`src/assert_macros.svh`:
```
// Assertion macros for the RTL.
`ifndef ASSERT_MACROS_SVH
`define ASSERT_MACROS_SVH
// implication checked on every rising clock edge outside reset
`define CHK_IMPL(label, ante, cons, msg) \
  label: assert property (@(posedge clk) disable iff (rst) (ante) |-> (cons)) \
    else $error(msg);
// next-cycle implication checked outside reset
`define CHK_NEXT(label, ante, cons, msg) \
  label: assert property (@(posedge clk) disable iff (rst) (ante) |=> (cons)) \
    else $error(msg);
`endif

```
`src/su3e_pkg.sv`:
```
// Package: item types, codes and the product schedule.
`timescale 1ns / 1ps
package su3e_pkg;
  localparam int VALUE_WIDTH = 32;
  localparam int FRAC_BITS   = 30;
  localparam int ACC_WIDTH   = 2 * VALUE_WIDTH + 2;
  localparam int NUM_STEPS   = 14;

  localparam logic [1:0] OP_LOAD_R = 2'd0;
  localparam logic [1:0] OP_LOAD_S = 2'd1;
  localparam logic [1:0] OP_PROD   = 2'd2;
  localparam logic [1:0] OP_CONJ   = 2'd3;

  // complex operand slots
  localparam logic [3:0] CR00 = 4'd0;
  localparam logic [3:0] CR01 = 4'd1;
  localparam logic [3:0] CR10 = 4'd2;
  localparam logic [3:0] CR11 = 4'd3;
  localparam logic [3:0] CS00 = 4'd4;
  localparam logic [3:0] CS01 = 4'd5;
  localparam logic [3:0] CS10 = 4'd6;
  localparam logic [3:0] CS11 = 4'd7;
  localparam logic [3:0] CT00 = 4'd8;
  localparam logic [3:0] CT01 = 4'd9;
  localparam logic [3:0] CT10 = 4'd10;
  localparam logic [3:0] CT11 = 4'd11;
  localparam logic [3:0] CP0  = 4'd12;
  localparam logic [3:0] CP1  = 4'd13;

  // destinations: 0..8 result element, else intermediate
  localparam logic [3:0] DEST_P0 = 4'd9;
  localparam logic [3:0] DEST_P1 = 4'd10;
  localparam logic [3:0] E_FROM_S10 = 4'd6;

  typedef struct packed {
    logic [1:0]              opcode;
    logic signed [VALUE_WIDTH-1:0] a_re;
    logic signed [VALUE_WIDTH-1:0] a_im;
    logic signed [VALUE_WIDTH-1:0] b_re;
    logic signed [VALUE_WIDTH-1:0] b_im;
    logic signed [VALUE_WIDTH-1:0] c_re;
    logic signed [VALUE_WIDTH-1:0] c_im;
    logic signed [VALUE_WIDTH-1:0] d_re;
    logic signed [VALUE_WIDTH-1:0] d_im;
  } in_item_t;

  typedef struct packed {
    logic [3:0]              elem_index;
    logic signed [VALUE_WIDTH-1:0] elem_re;
    logic signed [VALUE_WIDTH-1:0] elem_im;
    logic                    last_elem;
  } out_item_t;

  typedef struct packed {
    logic [3:0] x;
    logic [3:0] y;
    logic [3:0] dest;
    logic       accum;
  } ucode_t;

  typedef struct packed {
    logic clear;
    logic load;
    logic run;
    logic sub;
    logic msb;
  } mac_ctl_t;

  function automatic ucode_t ucode(input logic [3:0] step);
    ucode_t u;
    case (step)
      4'd0:    u = '{CR00, CS01, DEST_P0, 1'b0};
      4'd1:    u = '{CR10, CS01, DEST_P1, 1'b0};
      4'd2:    u = '{CR00, CS00, 4'd0, 1'b0};
      4'd3:    u = '{CR10, CS00, 4'd3, 1'b0};
      4'd4:    u = '{CS11, CT10, 4'd7, 1'b0};
      4'd5:    u = '{CS11, CT11, 4'd8, 1'b0};
      4'd6:    u = '{CP0,  CT10, 4'd1, 1'b0};
      4'd7:    u = '{CR01, CT00, 4'd1, 1'b1};
      4'd8:    u = '{CP0,  CT11, 4'd2, 1'b0};
      4'd9:    u = '{CR01, CT01, 4'd2, 1'b1};
      4'd10:   u = '{CP1,  CT10, 4'd4, 1'b0};
      4'd11:   u = '{CR11, CT00, 4'd4, 1'b1};
      4'd12:   u = '{CP1,  CT11, 4'd5, 1'b0};
      4'd13:   u = '{CR11, CT01, 4'd5, 1'b1};
      default: u = '{CR00, CS00, 4'd0, 1'b0};
    endcase
    return u;
  endfunction

  function automatic logic [3:0] transp(input logic [3:0] k);
    logic [3:0] t;
    case (k)
      4'd1:    t = 4'd3;
      4'd2:    t = 4'd6;
      4'd3:    t = 4'd1;
      4'd5:    t = 4'd7;
      4'd6:    t = 4'd2;
      4'd7:    t = 4'd5;
      default: t = k;
    endcase
    return t;
  endfunction
endpackage

```
`src/su3e_mac.sv`:
```
// Bit-serial signed multiply-accumulate unit.
`timescale 1ns / 1ps
module su3e_mac import su3e_pkg::*; (
  input  logic                          clk,
  input  mac_ctl_t                      ctl,
  input  logic signed [VALUE_WIDTH-1:0] a,
  input  logic signed [VALUE_WIDTH-1:0] b,
  output logic signed [ACC_WIDTH-1:0]   acc
);
  logic [ACC_WIDTH-1:0]   mcand;
  logic [VALUE_WIDTH-1:0] mplier;
  logic [ACC_WIDTH-1:0]   addend;
  logic                   neg;

  always_comb begin
    neg    = ctl.sub ^ ctl.msb;
    addend = mplier[0] ? (mcand ^ {ACC_WIDTH{neg}}) : '0;
  end

  always_ff @(posedge clk) begin
    if (ctl.clear) begin
      acc <= '0;
    end else if (ctl.run) begin
      acc <= acc + $signed(addend) + $signed({{(ACC_WIDTH-1){1'b0}}, neg & mplier[0]});
    end
    if (ctl.load) begin
      mcand  <= {{(ACC_WIDTH-VALUE_WIDTH){a[VALUE_WIDTH-1]}}, a};
      mplier <= b;
    end else if (ctl.run) begin
      mcand  <= {mcand[ACC_WIDTH-2:0], 1'b0};
      mplier <= {1'b0, mplier[VALUE_WIDTH-1:1]};
    end
  end
endmodule

```
`src/su2_embedded_su3_product.sv`:
```
// Top level: SU(3) product of three embedded SU(2) blocks, bit-serial.
//   channel | dir | handshake           | payload
//   in      | in  | in_valid / in_stall | in_data  (in_item_t)
//   out     | out | out_valid/out_stall | out_data (out_item_t)
// Loads of R or S are written straight into the operand registers. A T item runs 14 complex products,
// each 2 parts x 2 terms (an operand load, then a bit-serial multiply) plus a round step per part,
// all on one bit-serial MAC, then nine items out.
// Reset clears control only; R and S are undefined until loaded.
// in_stall is high from T acceptance until the ninth item is taken.
`timescale 1ns / 1ps
module su2_embedded_su3_product import su3e_pkg::*; #(
  parameter int FRAC = FRAC_BITS
) (
  input  logic      clk,
  input  logic      rst,
  input  logic      in_valid,
  output logic      in_stall,
  input  in_item_t  in_data,
  output logic      out_valid,
  input  logic      out_stall,
  output out_item_t out_data
);
  `include "assert_macros.svh"

  localparam int BW = $clog2(VALUE_WIDTH);
  localparam logic [2:0] S_IDLE  = 3'd0;
  localparam logic [2:0] S_LOAD  = 3'd1;
  localparam logic [2:0] S_MUL   = 3'd2;
  localparam logic [2:0] S_ROUND = 3'd3;
  localparam logic [2:0] S_OUT   = 3'd4;
  localparam logic [ACC_WIDTH-1:0] HALF = ACC_WIDTH'(1) << (FRAC - 1);
  localparam logic signed [VALUE_WIDTH-1:0] VMAX = {1'b0, {(VALUE_WIDTH-1){1'b1}}};
  localparam logic signed [VALUE_WIDTH-1:0] VMIN = {1'b1, {(VALUE_WIDTH-1){1'b0}}};

  logic [2:0]    state;
  logic [3:0]    step;
  logic          part;
  logic          term;
  logic [BW-1:0] bitc;
  logic [3:0]    k;
  logic          conj;

  logic signed [VALUE_WIDTH-1:0] c_re [14];
  logic signed [VALUE_WIDTH-1:0] c_im [14];
  logic signed [VALUE_WIDTH-1:0] e_re [9];
  logic signed [VALUE_WIDTH-1:0] e_im [9];

  ucode_t   u;
  mac_ctl_t ctl;
  logic signed [VALUE_WIDTH-1:0] op_a, op_b, rv, prev, wv;
  logic signed [ACC_WIDTH-1:0]   acc, rsum, rq;
  logic signed [VALUE_WIDTH:0]   asum;
  logic          accept, msb;
  logic [3:0]    src;
  logic signed [VALUE_WIDTH-1:0] o_re, o_im;

  assign in_stall = (state != S_IDLE);
  assign accept   = in_valid && !in_stall;
  assign msb      = (bitc == BW'(VALUE_WIDTH - 1));

  always_comb begin
    u    = ucode(step);
    op_a = term ? c_im[u.x] : c_re[u.x];
    op_b = (part ^ term) ? c_im[u.y] : c_re[u.y];
    ctl.clear = (state == S_ROUND) || (accept && in_data.opcode[1]);
    ctl.load  = (state == S_LOAD);
    ctl.run   = (state == S_MUL);
    ctl.sub   = !part && term;
    ctl.msb   = msb;
    // round to nearest, shift, saturate
    rsum = acc + $signed(HALF);
    rq   = rsum >>> FRAC;
    if ((&rq[ACC_WIDTH-1:VALUE_WIDTH-1]) || !(|rq[ACC_WIDTH-1:VALUE_WIDTH-1]))
      rv = rq[VALUE_WIDTH-1:0];
    else
      rv = rq[ACC_WIDTH-1] ? VMIN : VMAX;
    prev = part ? e_im[u.dest] : e_re[u.dest];
    asum = {prev[VALUE_WIDTH-1], prev} + {rv[VALUE_WIDTH-1], rv};
    if (!u.accum)
      wv = rv;
    else if (asum[VALUE_WIDTH] != asum[VALUE_WIDTH-1])
      wv = asum[VALUE_WIDTH] ? VMIN : VMAX;
    else
      wv = asum[VALUE_WIDTH-1:0];
    src = conj ? transp(k) : k;
    o_re = (src == E_FROM_S10) ? c_re[CS10] : e_re[src];
    o_im = (src == E_FROM_S10) ? c_im[CS10] : e_im[src];
    if (conj) o_im = (o_im == VMIN) ? VMAX : -o_im;
  end

  su3e_mac u_mac (
    .clk (clk),
    .ctl (ctl),
    .a   (op_a),
    .b   (op_b),
    .acc (acc)
  );

  always_ff @(posedge clk) begin
    if (accept) begin
      c_re[{in_data.opcode[1], in_data.opcode[0] & !in_data.opcode[1], 2'd0}] <= in_data.a_re;
      c_im[{in_data.opcode[1], in_data.opcode[0] & !in_data.opcode[1], 2'd0}] <= in_data.a_im;
      c_re[{in_data.opcode[1], in_data.opcode[0] & !in_data.opcode[1], 2'd1}] <= in_data.b_re;
      c_im[{in_data.opcode[1], in_data.opcode[0] & !in_data.opcode[1], 2'd1}] <= in_data.b_im;
      c_re[{in_data.opcode[1], in_data.opcode[0] & !in_data.opcode[1], 2'd2}] <= in_data.c_re;
      c_im[{in_data.opcode[1], in_data.opcode[0] & !in_data.opcode[1], 2'd2}] <= in_data.c_im;
      c_re[{in_data.opcode[1], in_data.opcode[0] & !in_data.opcode[1], 2'd3}] <= in_data.d_re;
      c_im[{in_data.opcode[1], in_data.opcode[0] & !in_data.opcode[1], 2'd3}] <= in_data.d_im;
      conj <= (in_data.opcode == OP_CONJ);
    end
    if (state == S_ROUND) begin
      if (u.dest == DEST_P0 || u.dest == DEST_P1) begin
        if (part) c_im[(u.dest == DEST_P0) ? CP0 : CP1] <= rv;
        else      c_re[(u.dest == DEST_P0) ? CP0 : CP1] <= rv;
      end else if (part) begin
        e_im[u.dest] <= wv;
      end else begin
        e_re[u.dest] <= wv;
      end
    end
    if (state == S_OUT && (!out_valid || !out_stall) && k <= 4'd8) begin
      out_data.elem_index <= k;
      out_data.elem_re    <= o_re;
      out_data.elem_im    <= o_im;
      out_data.last_elem  <= (k == 4'd8);
    end
  end

  always_ff @(posedge clk) begin
    if (rst) begin
      state     <= S_IDLE;
      out_valid <= 1'b0;
      step      <= '0;
      part      <= 1'b0;
      term      <= 1'b0;
      bitc      <= '0;
      k         <= '0;
    end else begin
      case (state)
        S_IDLE: begin
          if (accept && in_data.opcode[1]) begin
            step  <= '0;
            part  <= 1'b0;
            term  <= 1'b0;
            state <= S_LOAD;
          end
        end
        S_LOAD: begin
          bitc  <= '0;
          state <= S_MUL;
        end
        S_MUL: begin
          bitc <= bitc + BW'(1);
          if (msb) begin
            if (!term) begin
              term  <= 1'b1;
              state <= S_LOAD;
            end else begin
              state <= S_ROUND;
            end
          end
        end
        S_ROUND: begin
          term  <= 1'b0;
          state <= S_LOAD;
          if (!part) begin
            part <= 1'b1;
          end else begin
            part <= 1'b0;
            if (step == 4'(NUM_STEPS - 1)) begin
              k     <= '0;
              state <= S_OUT;
            end else begin
              step <= step + 4'd1;
            end
          end
        end
        S_OUT: begin
          if (!out_valid || !out_stall) begin
            if (k <= 4'd8) begin
              out_valid <= 1'b1;
              k         <= k + 4'd1;
            end else begin
              out_valid <= 1'b0;
              state     <= S_IDLE;
            end
          end
        end
        default: state <= S_IDLE;
      endcase
    end
  end

  `CHK_IMPL(a_out_in_out_state, out_valid, state == S_OUT, "result shown outside output phase")
  `CHK_IMPL(a_last_index, out_valid && out_data.last_elem, out_data.elem_index == 4'd8,
            "last flag on wrong element")
  `CHK_NEXT(a_t_starts, accept && in_data.opcode[1], state == S_LOAD,
            "product did not start after T")
endmodule
```
`config.mk`:
```
export PLATFORM = sky130hd
export DESIGN_NAME = su2_embedded_su3_product
export DESIGN_NICKNAME = d
export VERILOG_FILES = /design/src/su3e_pkg.sv /design/src/su3e_mac.sv /design/src/su2_embedded_su3_product.sv
export VERILOG_INCLUDE_DIRS = /design/src /design/src/src
export SDC_FILE = /design/constraint.sdc
export NUM_CORES = 2
export LEC_CHECK = 0
export BUFFER_PORTS_ARGS = -buffer_cell sky130_fd_sc_hd__buf_4
export CAP_MARGIN = 20
export CORE_MARGIN = 2
export CORE_UTILIZATION = 50
export DETAILED_ROUTE_END_ITERATION = 8
export GPL_ROUTABILITY_DRIVEN = 0
export PLACE_DENSITY = 0.7
export SLEW_MARGIN = 10
export SYNTH_ARGS = -nofsm -noshare
export SYNTH_HDL_FRONTEND = slang
export SYNTH_SLANG_ARGS = --single-unit
```
`constraint.sdc`:
```
create_clock -name clk -period 25.2 [get_ports clk]
set_input_delay 5.04 -clock clk [delete_from_list [all_inputs] [get_ports clk]]
set_output_delay 5.04 -clock clk [all_outputs]
set_load 0.01 [all_outputs]
```
## Word-level counts from Yosys, hierarchy flattened

Memories as Yosys holds them, arrays and structs flattened. A register that Yosys moved wholly into a read port is not among the register bits.
Cells that the tools add are included.

- Flip-flop bits (word level): 253
- Memory bits (writable): 1472
- Memory bits (read-only): 208
- Output and inout port bits: 71
- Logic and storage cells: 159
- Memories kept: 5

- Add/sub/neg operators: 8
- Magnitude comparators: 1
- Eq/ne operators: 27
- Mux-type cells: 67
- Bitwise logic cells: 5
- Reduce and logical (&&, ||, !) cells: 31

Memories:

| name | depth | width | read ports | clocked after Yosys merged registers in | write ports | line | source |
|---|---|---|---|---|---|---|---|
| c_im | 14 | 32 | 3 | 0 | 4 | su2_embedded_su3_product.sv:44 | `logic signed [VALUE_WIDTH-1:0] c_im [14];` |
| c_re | 14 | 32 | 3 | 0 | 4 | su2_embedded_su3_product.sv:43 | `logic signed [VALUE_WIDTH-1:0] c_re [14];` |
| e_im | 9 | 32 | 2 | 0 | 1 | su2_embedded_su3_product.sv:46 | `logic signed [VALUE_WIDTH-1:0] e_im [9];` |
| e_re | 9 | 32 | 2 | 0 | 1 | su2_embedded_su3_product.sv:45 | `logic signed [VALUE_WIDTH-1:0] e_re [9];` |
| (no name shown) | 16 | 13 | 1 | 1 | 0 | su3e_pkg.sv:71 | `case (step)` |

Operators with widths:

| operator | count |
|---|---|
| $mux 32 | 16 |
| $mux 66 | 3 |
| $add 66x2->66 | 1 |
| $add 66x31->66 const B | 1 |
| $add 66x66->66 | 1 |
| $xor 66x66->66 | 1 |
| $reduce_or 32->1 | 2 |
| $mux 4 | 12 |
| $add 32x32->33 | 1 |
| $eq 32x32->1 const B | 1 |
| $neg 32->32 | 1 |
| $pmux 4 s6 | 1 |
| $mux 1 | 22 |
| $mux 3 | 6 |
| $eq 4x3->1 const B | 4 |
| $eq 4x4->1 const B | 4 |
| $pmux 4 s2 | 2 |
| $pmux 3 s5 | 1 |
| $pmux 5 s2 | 1 |
| $reduce_and 5->1 | 2 |
| $add 4x1->4 const B | 2 |
| $eq 4x2->1 const B | 2 |
| $ne 2x1->1 const B | 4 |
| $ne 2x2->1 const B | 4 |
| 24 further kinds | 44 |

## Longest topological paths before layout

- Depth in word-level cells: 9
- Gate-level depth with buffers: 28
- Depth with buffers taken out: 25

## Cells and area by module

A second synthesis with hierarchy kept.

- Cells, all modules: 5871
- Area, all modules: 93717.4 sq um

Modules (own cells, without submodules):

| module | times used | cells each | area an instance (sq um) |
|---|---|---|---|
| su2_embedded_su3_product | 1 | 4707 | 82554.2 |
| su3e_mac | 1 | 1164 | 11163.2 |

## Worst setup path after synthesis

Ideal clock, no wire load.

- Kind: input to register
- Start: input in_valid
- End: memory c_im[4][0] (enable)
- Library setup time: 1237 ps
- Data arrival time: 23584 ps
- Required time: 23963 ps
- Path slack: 379 ps
- Stages: 2
- Path through: nand2_1 nor3b_1

RTL lines:

| item | line | source |
|---|---|---|
| from (decl) | su2_embedded_su3_product.sv:16 | `input logic in_valid,` |
| to (decl) | su2_embedded_su3_product.sv:44 |  |

## Worst setup path in the final report

- Start: register u_mac.acc[30]
- End: memory e_re[3][16] (data pin)

- Cells in the longest elaborated chain, start to end: 9
- Elaborated cells between the ends (all ways): 12

RTL lines:

| item | line | source |
|---|---|---|
| from (decl) | su3e_mac.sv:8 | `output logic signed [ACC_WIDTH-1:0] acc` |
| from (signal assigned) | su3e_mac.sv:24 | `acc <= acc + $signed(addend) + $signed({{(ACC_WIDTH-1){1'b0}}, neg & mplier[0]});` |
| $add 66x31->66 (*) | su2_embedded_su3_product.sv:71 | `rsum = acc + $signed(HALF);` |
| $reduce_or 5->1 | su2_embedded_su3_product.sv:73 | `if ((&rq[ACC_WIDTH-1:VALUE_WIDTH-1]) \|\| !(\|rq[ACC_WIDTH-1:VALUE_WIDTH-1]))` |
| $logic_not 1->1 | su2_embedded_su3_product.sv:73 |  |
| $logic_or 1x1->1 | su2_embedded_su3_product.sv:73 |  |
| $mux 32 (*) | su2_embedded_su3_product.sv:73 |  |
| $add 32x32->33 | su2_embedded_su3_product.sv:78 | `asum = {prev[VALUE_WIDTH-1], prev} + {rv[VALUE_WIDTH-1], rv};` |
| $mux 32 / $ne 1x1->1 (equally long branches) | su2_embedded_su3_product.sv:82, su2_embedded_su3_product.sv:81 |  |
| $mux 32 | su2_embedded_su3_product.sv:81 | `else if (asum[VALUE_WIDTH] != asum[VALUE_WIDTH-1])` |
| $mux 32 (*) | su2_embedded_su3_product.sv:79 | `if (!u.accum)` |
| net wv[16] | su2_embedded_su3_product.sv:50 | `logic signed [VALUE_WIDTH-1:0] op_a, op_b, rv, prev, wv;` |
| to (decl) | su2_embedded_su3_product.sv:45 |  |

The timed path passes the listed nets; every way through them passes the cells marked *.

==> results.yml <==
timing:
  setup-violations-final: 0
  fin_skew_ns: 0.0644
  finalMaxSlewViolations: 0
  period_share_pct: 38.8
  tightest_slew_ns: 1.29
  slew_headroom_pct: 13.8
  finalHoldViolCount: 0
  rsz0062_at_grt: "no"
  period_minus_slack_ns: 9.79
  fin_tns_setup_ns: 0
  max_freq_mhz: 102
global_routing:
  grt_pass1_vias: 58812
  grt.total_usage_pct: 31.3
  grt_pass1_wl_mm: 425
  grt_start_max_net_pins: 148
  overflow: 0
  antenna_found_initial: 45
power_and_ir_drop:
  power_frac_seq_pct: 42.5
  p_per_area_nw_per_um2: 94.8
  pwr-share-clk_pct: 28.9
  swShare_pct: 33.4
  p_leak_nw: 36.3
  intPower_mw: 6.68
  p_comb_share_pct: 28.6
  irDropWorstVdd_mv: 0.0722
  power.total_mw: 10.0
  switchingPower_mw: 3.35
critical_path:
  critPathRequiredTime_ns: 25.69
  crit_path_max_fanout: 19
  cp_cell_sequence: "ha_1 > nand3_1 > nor3_1 > nand4_1 > nor2_1 > and3_1 > xnor2_1 > nor4_1 > or2_2 > a21oi_1 > inv_1 > ha_1 > a21o_1 > a21oi_1 > nand2b_1 > a211o_1 > a21oi_1 > o211ai_1 > o31ai_1 > a2111oi_0 > mux2i_2 > buf_4 > nor2_1 > o2bb2ai_1"
  crit_path_top_delay_cell: "a2111oi_0"
  slowest_delay_ns: 0.91
  crit_path_frequent_cell: "a21oi_1"
  path_class: "flop to flop"
  critPathCaptureType: "flop"
  arrival_ns: 10.27
  startpoint_type: "flop"
clock_network:
  clkLatencyLatePin_ns: 0.88
  numCtsBuffers: 190
  tritoncts: "done"
  ctsRootBufferMaster: "clkbuf_16"
  post_cts_buffers: 0
  h-tree-depth: 4
  clockBufferDepth: 3
  hold_buffers: 0
  clkTransAtPathRegs_ns: 0.06
  cts_resized: 0
  clock_sinks: 1865
floorplanning:
  start_util_pct: 50.4
  ios: 333
  die_area_um2: 190000
  core_area_um2: 185000
  die_w_um: 436
  die_h_um: 436
  row_count: 158
finish:
  nNetsFinal: 6733
  fill_cells: 14163
  syn2layout_area_growth_pct: 13.3
  drive_gt1_share_pct: 28.4
route:
  ant_nets: 0
  wl_mm: 300
  via_count: 60385
  drtIter0Drc: 8936
  routedWlPerCell_um: 33.3
  dr.pass1.iters: 6
  drcViolationCount: 0
  viasPerCell: 6.70
flow_run:
  maxCapViolCount: 0
status:
  status: "complete, no violations"
logic_synthesis:
  synth_ff_type: "edfxtp_1"
  synthArstFlopShare_pct: 0
  synth_top_cell_by_area: "edfxtp_1"
  synth-edff-count: 1768
  ys_ff_latch: 1865
  seq_area_frac_synth_pct: 58.9
  synthTopCellsByCount: "1,768 x edfxtp_1, 821 x mux4_2, 684 x nand2_1, 304 x clkbuf_1, 249 x o21ai_0"
  syn_inst: 5954
  synthesis.area_um2: 93400
  ys_top_cells_by_area: "edfxtp_1 57%, mux4_2 20%, nand2_1 2.7%"
  avgSynthCellArea_um2: 15.7
  synth.distinct_cells: 99
  yosysMostFrequentCell: "edfxtp_1"
  yosysTopAreaCellShare_pct: 56.8
  yosysWarningCount: 0
hold_path:
  hp-class: "flop to flop"
placed_design:
  portBuffers: 332
  dp_hpwl_mm: 204
==> metal layers <==
| metal | wire, µm | vias to the layer above | GRT usage (%) |
|---|---|---|---|
| met5 | 128 | - | 0 |
| met2 | 136000 | 4126 | 46.9 |
| li1 | - | 24643 | - |
| met4 | 19400 | 22 | 18.0 |
| met3 | 39300 | 818 | 9.25 |
| met1 | 105000 | 30776 | 40.9 |
==> cells in the final DEF (no fill, tap or decap), types with 26 or more instances in the layout <==
master     instances
dfxtp_1           83
ha_1             118
a311oi_1          35
a21o_1           122
clkinv_1          38
and2_1            74
a311o_1           32
diode_2           29
a31oi_1           27
o22ai_1           32
clkinv_2          31
xor2_1           135
conb_1           128
edfxtp_1        1768
a22oi_1           28
and3_1            48
nand3_1          120
mux2_2           138
clkbuf_16        192
nor2_1           194
inv_1             51
o21ai_0          248
nand4_1           26
mux2i_1          136
buf_4            483
nand2_1          684
mux4_2           821
xnor2_1           67
clkbuf_1          26
nor3_1            30
a21oi_1          168
==> power by group through the flow <==
stage	Sequential, mW	Combinational, mW	Clock, mW
3_3_place_gp	4.31	2.64	0
5_1_grt	4.29	3.02	3.04
3_5_place_dp	4.33	2.70	0
2_1_floorplan	4.34	1.64	0
6_report	4.26	2.87	2.90
4_1_cts	4.27	2.71	2.92
==> metrics by stage <==
step,instances,cell area (µm²),worst slack [ns],utilization (%),hold slack [ns]
after global placement,8613,99200,15.70,53.5,0.443
after floorplan,6081,93900,0.379,-,0.429
final,9017,106000,15.41,57.1,0.457
after detailed placement,8616,99200,15.60,53.5,0.450
after global routing,9006,106000,15.01,57.1,0.481
after CTS,8966,106000,15.53,56.9,0.459
==> layout make-up <==
cell class              instances  area, µm²  share of cell area [%]
diodes                         29       72.6                  0.0686
clock buffers                 222       4960                    4.68
clock inverters               128       1440                    1.36
inverters                      57        216                   0.205
multi-input cells            3745      37200                    35.2
flip-flops and latches       1865      55100                    52.0
well taps                    2480       3100                    2.93
repair buffers                491       3750                    3.54
==> path summary, 6_finish.rpt <==
kind / slack (ns) / startpoint / endpoint / cells after the start
setup reg to reg: 15.41 / u_mac.acc[30] / e_re[3][16] / 24
setup / recovery: 15.41 / u_mac.acc[30] / e_re[3][16] / 24
hold / removal: 0.46 / u_mac.acc[10] / u_mac.acc[10] / 2
hold reg to reg: 0.46 / u_mac.acc[10] / u_mac.acc[10] / 2
==> cells by family after synthesis <==
group           after synthesis  share of synthesized area (%)
xor+xnor                    203                           1.90
compound gates              865                           6.05
mux                        1099                           23.0
flops                      1865                           58.9
other cells                   1                        0.00402
simple gates               1328                           6.44
fa+ha+maj                   122                           1.65
buf+inv                     471                           2.05
==> worst max-delay path, delay by kind of cell, from the launching register on <==
family / cells / cell delay, ns
AOI/OAI and AO/OA: 9 / 4.33
and+or+nand+nor: 9 / 2.43
muxes: 1 / 0.76
buffers and inverters: 2 / 0.59
adders and majority gates: 2 / 0.52
DFF: 1 / 0.42
xor gates and xnor gates: 1 / 0.36
==> state kept, by name, indices dropped and copies added, names as in the netlist <==
name          count
u_mac.acc        66
e_re            288
part              1
step              4
u                12
conj              1
out_valid         1
out_data         69
u_mac.mcand      66
c_re            512
e_im            288
state             3
u_mac.mplier     32
k                 4
c_im            512
term              1
bitc              5
Note: power is estimated with default switching activity, not from simulation.
